[config.mk]
export PLATFORM = sky130hd
export DESIGN_NAME = ttc_div_cell
export DESIGN_NICKNAME = d
export VERILOG_FILES = /design/src/sv/ttc_pkg.sv /design/src/sv/ttc_div_cell.sv
export SDC_FILE = /design/constraint.sdc
export NUM_CORES = 1
export LEC_CHECK = 0
export BUFFER_PORTS_ARGS = -buffer_cell sky130_fd_sc_hd__clkbuf_2
export CORE_AREA = 4 4 150 152
export CTS_CLUSTER_DIAMETER = 200
export DETAILED_ROUTE_END_ITERATION = 12
export DIE_AREA = 0 0 154 156
export PLACE_DENSITY = 0.66
export SYNTH_ARGS = -nofsm -noshare
export SYNTH_HDL_FRONTEND = slang
export SYNTH_SLANG_ARGS = --single-unit
[constraint.sdc]
create_clock -name clk -period 5.05 [get_ports clk]
set_input_delay 1.2625 -clock clk [delete_from_list [all_inputs] [get_ports clk]]
set_output_delay 1.2625 -clock clk [all_outputs]
set_load 0.01 [all_outputs]
[src/sv/ttc_pkg.sv]
`timescale 1ns / 1ps
package ttc_pkg;

  localparam int unsigned ChainSecLen = 64;
  localparam int unsigned ChainUsLen  = 20;
  localparam logic [31:0] TbReset     = 32'd10000000;
  localparam logic [19:0] UsPerSec    = 20'd1000000;
  localparam logic        OpSplit     = 1'b0;
  localparam logic        OpJoin      = 1'b1;

  // one item moving along a divider chain
  typedef struct packed {
    logic        op;
    logic        tbz;
    logic [31:0] rem;
    logic [31:0] div;
    logic [63:0] num;
    logic [63:0] aux;
  } ttc_item_t;

endpackage

[src/sv/ttc_div_cell.sv]
`timescale 1ns / 1ps
module ttc_div_cell
  import ttc_pkg::*;
(
  input  logic      clk,
  input  logic      rst,
  input  logic      en,
  input  logic      vld_in,
  input  ttc_item_t item_in,
  output logic      vld_out,
  output ttc_item_t item_out
);

  logic [32:0] sh;
  logic [32:0] diff;
  logic        ge;
  ttc_item_t   item_next;

  // one restoring step: shift in a dividend bit, subtract if it fits
  always_comb begin
    sh        = {item_in.rem, item_in.num[63]};
    diff      = sh - {1'b0, item_in.div};
    ge        = (sh >= {1'b0, item_in.div});
    item_next = item_in;
    item_next.rem = ge ? diff[31:0] : sh[31:0];
    item_next.num = {item_in.num[62:0], ge};
  end

  always_ff @(posedge clk) begin
    if (rst) begin
      vld_out <= 1'b0;
    end else if (en) begin
      vld_out <= vld_in;
    end
  end

  always_ff @(posedge clk) begin
    if (en) begin
      item_out <= item_next;
    end
  end

endmodule

==> out/results.tsv, run 1 <==
metric	value	unit
Post-Route Utilization	0.5216	
Post-Syn Instances	540	
HP Start	vld_out	
cell mode on critical path	a21oi_1	
vias in the first global route	5964	
Remaining DRCs	0	
count of pins over their slew limit	0	
clk sink count	195	
largest net degree at the start of global routing	96	
worst skew pair latency	430	ps
initial core utilization	0.3837	
layout cells sized above 1	0.4622	
Placer Congestion	0.8648	
Leak	4.922	nW
Crit path buffers/inverters	2	
Root Buffer	clkbuf_16	
post-detail-place hpwl	20.18	mm
# H-tree levels	4	
Final setup viols	0	
overall power	0.004064	W
ANT nets after route	0	
Resize count post-CTS	0	
dominant cell type by area after synthesis	edfxtp_1	
Least-Margin Pin Slew	795.0	ps
Crit path max-delay family	compound AO/OA/AOI/OAI gates	
sequential element share of the synthesized area	0.7247	
mean area per synthesized cell	14.94	um^2
worst-path cell chain	clkbuf_2 -> inv_1 -> ha_1 -> fa_1 -> nand2b_1 -> a21oi_1 -> o21ai_0 -> o311a_1 -> a31oi_1 -> a21oi_1 -> o41ai_1 -> xor2_1 -> mux2_1	
postcts setup bufs	0	
CP startpoint kind	input port	
simple-gate share of the synthesized area	0.05662	
GRT met3 Usage	0.05881	
Core ar.	21020	um^2
Yosys reg bits	195	
setup TNS	0	ps
Slew headroom	0.4700	
largest family of logic cells by synthesized area	compound AO/OA/AOI/OAI gates	
peak per-stage delay on the critical path	410	ps
crit path kind	in2reg	
post-synthesis mux area share	0.01768	
Area contributors post-synth	edfxtp_1, ha_1, a21oi_1	
Max VDD drop	0.0002209	V
fin cells	1228	
die width	154	um
met2 global-route usage	0.3417	
outcome	completed	
final WL	25.05	mm
Synth-to-Final Area Change	35.92	%
synth warn	0	
Clk pin slew, worst setup/hold paths	90	ps
via/cell ratio	4.853	
post-synth top area share	0.7222	
Max Cap Viol	0	
Worst Path Arrival	4240	ps
stages on the worst setup path	13	
placed insts	1195	
initial antenna violation count	1	
Netlist cell types	48	
CTS Buffer Depth	2	
reg2reg setup slack	4450	ps
GR Overflow Total	0	
post-synthesis async set-or-reset flop share	0	
routed len/inst	20.40	um
gr busiest metal	met2	
worst min path class	reg2reg	
RR Endpoint	vld_out	
critical path endpoint category	register	
Syn Nets	771	
Synth Area in Compound Gates	0.09121	
Post-synth EDFFs	194	
I/O Buffers	392	
TritonCTS buffer count	17	
most common cell after layout, fill and taps aside	clkbuf_2	
io pins	393	
slowest CP cell	fa_1	
Hold Path Depth	2	
highest-count cells in the layout ignoring fill and taps	clkbuf_2, edfxtp_1, a21oi_1	
worst flop-to-flop path startpoint	vld_out	
CP required	5240	ps
fmax	0.2464	GHz
DR vias	5960	
GR Util met1	0.2385	
Top FF cell, synth	edfxtp_1	
post-synthesis xor/xnor area fraction	0.02932	
CTS tree	done	
initial detailed-routing violation count	366	
First-pass DRT Iterations	4	
hold_ws	523.1	ps
Worst R2R Path Depth	2	
nets@finish	1170	
synthesized cell area	8066	um^2
CP endpoint	item_out[190]	
RSZ-0062 raised after global routing	false	
Hold Fails Final Rpt	0	
Pwr Density	370.7	nW/um^2
crit-path max FO	4	
GRT Total Usage	0.2000	
minimum clock period after layout	4058	ps
fin crit share	0.8036	
die height	156	um
CTS Hold Bufs	0	
crit path launch	item_in[127]	
Final Skew	0	ps
global-route wire length before repair	36.16	mm
std cell rows	53	
die footprint	24020	um^2
adder and majority cell fraction of the synthesized area	0.05212	
-- worst min path at each step --
stage | to | slack (ps)
after floorplan | vld_out | 530
after global placement | vld_out | 510
after detailed placement | vld_out | 500
after CTS | vld_out | 530
after global routing | vld_out | 560
final | vld_out | 520
-- stage by stage --
step                cell area, um^2  worst slack (ps)
finish                        10960             991.8
global route                  10960             744.1
CTS                           10960              1030
detailed placement            10340             546.6
global placement              10340             683.0
floorplan                      8066              1012
-- power by group --
| part | switching, W | total [W] | internal [W] |
|---|---|---|---|
| sequential | 0.0000394 | 0.00199 | 0.00196 |
| clock | 0.000702 | 0.00140 | 0.000694 |
| combinational | 0.000395 | 0.000673 | 0.000278 |
-- sequential cells by signal (all words and copies together) (netlist names) --
signal	flops
item_out	194
vld_out	1
-- synthesized netlist by cell type, types with 7 or more instances --
| cell type | count |
|---|---|
| edfxtp_1 | 194 |
| a21oi_1 | 54 |
| inv_1 | 38 |
| nor2_1 | 37 |
| ha_1 | 32 |
| nand2_1 | 27 |
| o21ai_0 | 16 |
| xnor2_1 | 16 |
| a21o_1 | 12 |
| xor2_1 | 11 |
| buf_2 | 8 |
| nand3_1 | 8 |
| nand4_1 | 7 |
-- area by class of cell --
cell class,instances,area [um^2]
clock buffer,18,439.2
sequential,195,5846
tap,275,344.1
fill,1847,10060
inverter,38,142.6
antenna,1,2.502
timing repair buffer,397,2021
clock inverter,14,177.7
multi-input combinational,290,1992
-- worst min-delay path, cell delays in order (launching register included) --
cell and delay [ps]:
dfxtp_1 350, mux2i_1 70, nor2_1 70
-- cells by family after synthesis --
| group | Yosys count |
|---|---|
| DFF | 195 |
| AOI/OAI and AO/OA | 118 |
| and+or+nand+nor | 99 |
| buffers and inverters | 55 |
| adders and majority gates | 33 |
| xor gates and xnor gates | 27 |
| muxes | 13 |
-- per-layer routing --
metal  wire, um  part of all wire  vias up
li1           -                 -     2833
met1       9574              0.38     2821
met2      12620              0.50      259
met3       1934             0.077       45
met4        908             0.036        2
met5         13           0.00052        -
Power figures use the tool's default switching activity.
==> run 2: changes to the inputs <==
--- a/config.mk
+++ b/config.mk
@@ -6,10 +6,10 @@
 export NUM_CORES = 1
 export LEC_CHECK = 0
 export BUFFER_PORTS_ARGS = -buffer_cell sky130_fd_sc_hd__clkbuf_2
-export CORE_AREA = 4 4 150 152
+export CORE_AREA = 4 4 153 155
 export CTS_CLUSTER_DIAMETER = 200
 export DETAILED_ROUTE_END_ITERATION = 12
-export DIE_AREA = 0 0 154 156
+export DIE_AREA = 0 0 157 159
 export PLACE_DENSITY = 0.66
 export SYNTH_ARGS = -nofsm -noshare
 export SYNTH_HDL_FRONTEND = slang
==> constraint.sdc (replaced) <==
create_clock -name clk -period 3.3 [get_ports clk]
set_input_delay 0.825 -clock clk [delete_from_list [all_inputs] [get_ports clk]]
set_output_delay 0.825 -clock clk [all_outputs]
set_load 0.01 [all_outputs]
==> out/results.tsv, run 2 (synthesis gave the netlist of run 1 again) <==
metric	value	unit
crit path kind	in2reg	
outcome	completed	
CTS tree	done	
Max VDD drop	0.0003520	V
crit-path max FO	3	
clk sink count	195	
Multi-input gate area	2141	um^2
layout cells sized above 1	0.5139	
fillcell total	1928	
worst min path class	reg2reg	
GR Overflow Total	0	
Max Cap Viol	0	
RSZ-0062 raised after global routing	true	
peak per-stage delay on the critical path	400	ps
GRT Total Usage	0.1975	
Final Skew	0	ps
Root Buffer	clkbuf_16	
Crit path buffers/inverters	2	
CP startpoint kind	input port	
FF+latch area	5846	um^2
io pins	393	
Least-Margin Pin Slew	578.8	ps
Core ar.	21820	um^2
critical path endpoint category	register	
I/O Buffers	392	
Clock Power Share	0.331	
sw power	0.001750	W
CTS Hold Bufs	0	
minimum clock period after layout	3222	ps
dpl cell area	10890	um^2
worst skew pair latency	430	ps
Comb pwr share	0.184	
global-route wire length before repair	37.32	mm
Hold Path Depth	2	
nets@finish	1226	
highest-count cells in the layout ignoring fill and taps	clkbuf_2, edfxtp_1, buf_4	
die footprint	24960	um^2
TritonCTS buffer count	17	
Pwr Density	544.8	nW/um^2
slowest CP cell	o311a_1	
CTS Buffer Depth	2	
initial detailed-routing violation count	286	
Int Power	0.004545	W
post-detail-place hpwl	21.10	mm
placed insts	1253	
via/cell ratio	4.745	
Placer Congestion	0.9086	
count of pins over their slew limit	0	
Worst R2R Path Depth	2	
overall power	0.006295	W
# H-tree levels	4	
ANT nets after route	0	
vias in the first global route	6092	
Leak	5.216	nW
Final setup viols	0	
Most flops, register	item_out	
max FFs per register	194	
switching share of power	0.2780	
initial core utilization	0.3696	
routed len/inst	19.95	um
Crit path max-delay family	compound AO/OA/AOI/OAI gates	
most common cell after layout, fill and taps aside	clkbuf_2	
die width	157	um
final WL	25.70	mm
largest net degree at the start of global routing	68	
post-route cell area	11550	um^2
Hold Fails Final Rpt	0	
Synth-to-Final Area Change	43.24	%
Remaining DRCs	0	
std cell rows	54	
Worst Path Arrival	3400	ps
hold_ws	518.3	ps
worst-path cell chain	clkbuf_2 -> inv_1 -> ha_1 -> fa_2 -> nand2b_4 -> a21oi_4 -> o21ai_1 -> o311a_1 -> a31oi_4 -> a21oi_2 -> o41ai_2 -> xor2_1 -> mux2_4	
die height	159	um
Clk pin slew, worst setup/hold paths	80	ps
stages on the worst setup path	13	
biggest regs	item_out: 194 flops, vld_out: 1 flops	
fmax	0.3103	GHz
share of power burned in registers	0.485	
ant diodes	0	
fin cells	1288	
CP required	3480	ps
First-pass DRT Iterations	5	
DR vias	6111	
fin crit share	0.9765	
Slew headroom	0.6141	
initial antenna violation count	1	
[run 2: changes by cell type in the layout (fill, tap and decap cells not counted), moves of 3 or more]
cell,delta
ha_4,+6
ha_1,-6
mux2_1,-4
inv_2,+3
inv_1,-4
mux2_4,+4
buf_4,+54
a21oi_1,-3
[run 2: area by class of cell]
cell class	count	share of cell area
multi-input cells	290	0.1853
repair buffers	453	0.2134
clock inverters	15	0.01527
well taps	280	0.03032
flip-flops and latches	195	0.5059
clock buffers	17	0.03682
inverters	38	0.01299
[run 2: repair_timing]
item	CTS	global route
setup buffers	0	3
resized for setup	1	7
pin swaps	0	4
endpoints found under the setup margin	1	7
[run 2: metal layers]
layer	part of all wire	vias up	wire, um	global-route usage
li1	-	2936	-	-
met4	0.026	2	675	0.06312
met1	0.37	2907	9487	0.2237
met3	0.084	34	2154	0.06225
met2	0.52	232	13370	0.3517
met5	0.00031	-	8	0
[run 2: worst paths after layout]
check | start | end | slack [ps]
max | item_in[127] | item_out[190] | 80
min | vld_out | vld_out | 520
max reg2reg | vld_out | vld_out | 2700
min reg2reg | vld_out | vld_out | 520
[run 2: through the flow]
stage	util	TNS [ps]	setup WS [ps]
6_report	0.5295	0	77.63
5_1_grt	0.5295	-23.75	-10.62
4_1_cts	0.5269	0	17.79
3_5_place_dp	0.4990	-8477	-477.7
3_3_place_gp	0.4990	-7305	-365.0
2_1_floorplan	-	-3139	-182.9
[run 2: worst register-to-register path, cell delays in order, from the launching register on]
cell,delay (ps)
dfxtp_1,320
mux2i_1,120
nor2_1,50
[run 2: power by group through the flow]
stage	combinational [W]	clock [W]	sequential [W]
finish	0.00116	0.00208	0.00305
global route	0.00126	0.00225	0.00308
CTS	0.00116	0.00214	0.00306
detailed placement	0.00116	0	0.00311
global placement	0.00114	0	0.00310
floorplan	0.000418	0	0.00324
==> run 3: changes to the inputs <==
--- a/config.mk
+++ b/config.mk
@@ -10,7 +10,9 @@
 export CTS_CLUSTER_DIAMETER = 200
 export DETAILED_ROUTE_END_ITERATION = 12
 export DIE_AREA = 0 0 157 159
+export GPL_TIMING_DRIVEN = 0
 export PLACE_DENSITY = 0.66
+export SLEW_MARGIN = 5
 export SYNTH_ARGS = -nofsm -noshare
 export SYNTH_HDL_FRONTEND = slang
 export SYNTH_SLANG_ARGS = --single-unit
==> out/results.tsv, run 3 (synthesis gave the netlist of run 1 again) <==
metric	value	unit
outcome	completed	
# H-tree levels	4	
RSZ-0062 raised after global routing	true	
crit-path max FO	6	
ant diodes	0	
GRT Total Usage	0.1981	
fmax	0.3081	GHz
worst skew pair latency	440	ps
setup TNS	0	ps
fin crit share	0.9835	
CTS Hold Bufs	0	
Max Cap Viol	0	
CP startpoint kind	input port	
RR Endpoint	vld_out	
GR Overflow Total	0	
nets@finish	1205	
CTS tree	done	
vias in the first global route	5942	
std cell rows	54	
Max VDD drop	0.0003577	V
count of pins over their slew limit	0	
clk sink count	195	
dpl cell area	10580	um^2
minimum clock period after layout	3246	ps
reg2reg setup slack	2690	ps
post-route cell area	11630	um^2
HP Start	vld_out	
crit path launch	item_in[139]	
Least-Margin Pin Slew	722.8	ps
Synth-to-Final Area Change	44.19	%
io pins	393	
die width	157	um
Most flops, register	item_out	
global-route wire length before repair	36.94	mm
critical path endpoint category	register	
largest net degree at the start of global routing	112	
Core ar.	21820	um^2
Final setup viols	0	
final WL	26.06	mm
Worst Path Arrival	3430	ps
initial core utilization	0.3696	
highest-count cells in the layout ignoring fill and taps	clkbuf_2, edfxtp_1, a21oi_1	
Pwr Density	548.7	nW/um^2
CTS Buffer Depth	2	
fillcell total	1856	
Leak	5.169	nW
crit path kind	in2reg	
DR vias	6071	
Hold Fails Final Rpt	0	
Hold Path Depth	2	
worst min path class	reg2reg	
biggest regs	item_out: 194 flops, vld_out: 1 flops	
Final Skew	0	ps
layout cells sized above 1	0.5167	
initial detailed-routing violation count	347	
via/cell ratio	4.792	
Hold Crit Endpoint	vld_out	
ANT nets after route	0	
post-detail-place hpwl	20.39	mm
Remaining DRCs	0	
routed len/inst	20.57	um
I/O Buffers	392	
max FFs per register	194	
most common cell after layout, fill and taps aside	clkbuf_2	
CP required	3480	ps
TritonCTS buffer count	17	
worst flop-to-flop path startpoint	vld_out	
Slew headroom	0.5181	
initial antenna violation count	2	
First-pass DRT Iterations	5	
Worst R2R Path Depth	2	
die height	159	um
Root Buffer	clkbuf_16	
Clk pin slew, worst setup/hold paths	90	ps
die footprint	24960	um^2
Placer Congestion	0.8653	
Post-Route Utilization	0.5330	
-- run 3: worst max path at each step --
stage                          to  slack, ps  depth (start not counted)
finish              item_out[168]         50                         13
floorplan           item_out[173]       -180                         12
CTS                 item_out[190]       -100                         13
detailed placement  item_out[186]       -840                         13
global route        item_out[190]        -30                         13
global placement          vld_out      -1540                          3
-- run 3: power by group --
group	internal, W	switching [W]	total, W
Clock	0.00105	0.00110	0.00215
Sequential	0.00299	0.0000581	0.00305
Combinational	0.000529	0.000655	0.00118
-- run 3: per-stage QoR --
stage	hold WS [ps]	setup WS (ps)	cells	power, W
2_1_floorplan	527.9	-182.9	540	0.003653
3_3_place_gp	480.3	-1545	1212	0.004191
3_5_place_dp	498.7	-835.8	1213	0.004202
4_1_cts	505.7	-103.8	1250	0.006391
5_1_grt	495.8	-32.58	1267	0.006661
6_report	522.3	54.45	1267	0.006382
-- run 3: worst max-delay path, cell delays in order --
cell,delay (ps)
clkbuf_2,110
inv_2,50
ha_4,260
buf_6,100
nand4_1,150
or4_4,460
a21oi_4,150
nor3_4,80
a211oi_4,300
o21ai_4,100
o31ai_4,310
buf_6,210
mux2_4,310
-- run 3: layout make-up --
cell class	instances	area, um^2	area share
flip-flops and latches	195	5846	0.5026
multi-input cells	290	2298	0.1976
repair buffers	420	2258	0.1942
clock buffers	17	425.4	0.03657
well taps	280	350.3	0.03012
clock inverters	15	197.7	0.01700
inverters	38	155.1	0.01334
plain buffers	12	100.1	0.008606
-- run 3: metal layers --
| metal | track usage | vias up | routed length (um) |
|---|---|---|---|
| met3 | 0.06252 | 25 | 2198 |
| met4 | 0.05207 | 0 | 492 |
| met5 | 0 | - | 0 |
| met1 | 0.2255 | 2878 | 9524 |
| li1 | - | 2899 | - |
| met2 | 0.3571 | 269 | 13850 |
-- run 3: timing repair --
| action | CTS | global route |
|---|---|---|
| endpoints found under the setup margin | 33 | 33 |
| gates resized for setup | 23 | 45 |
| cloned | 1 | 0 |
| setup buffers | 6 | 20 |
| pin swaps | 7 | 24 |
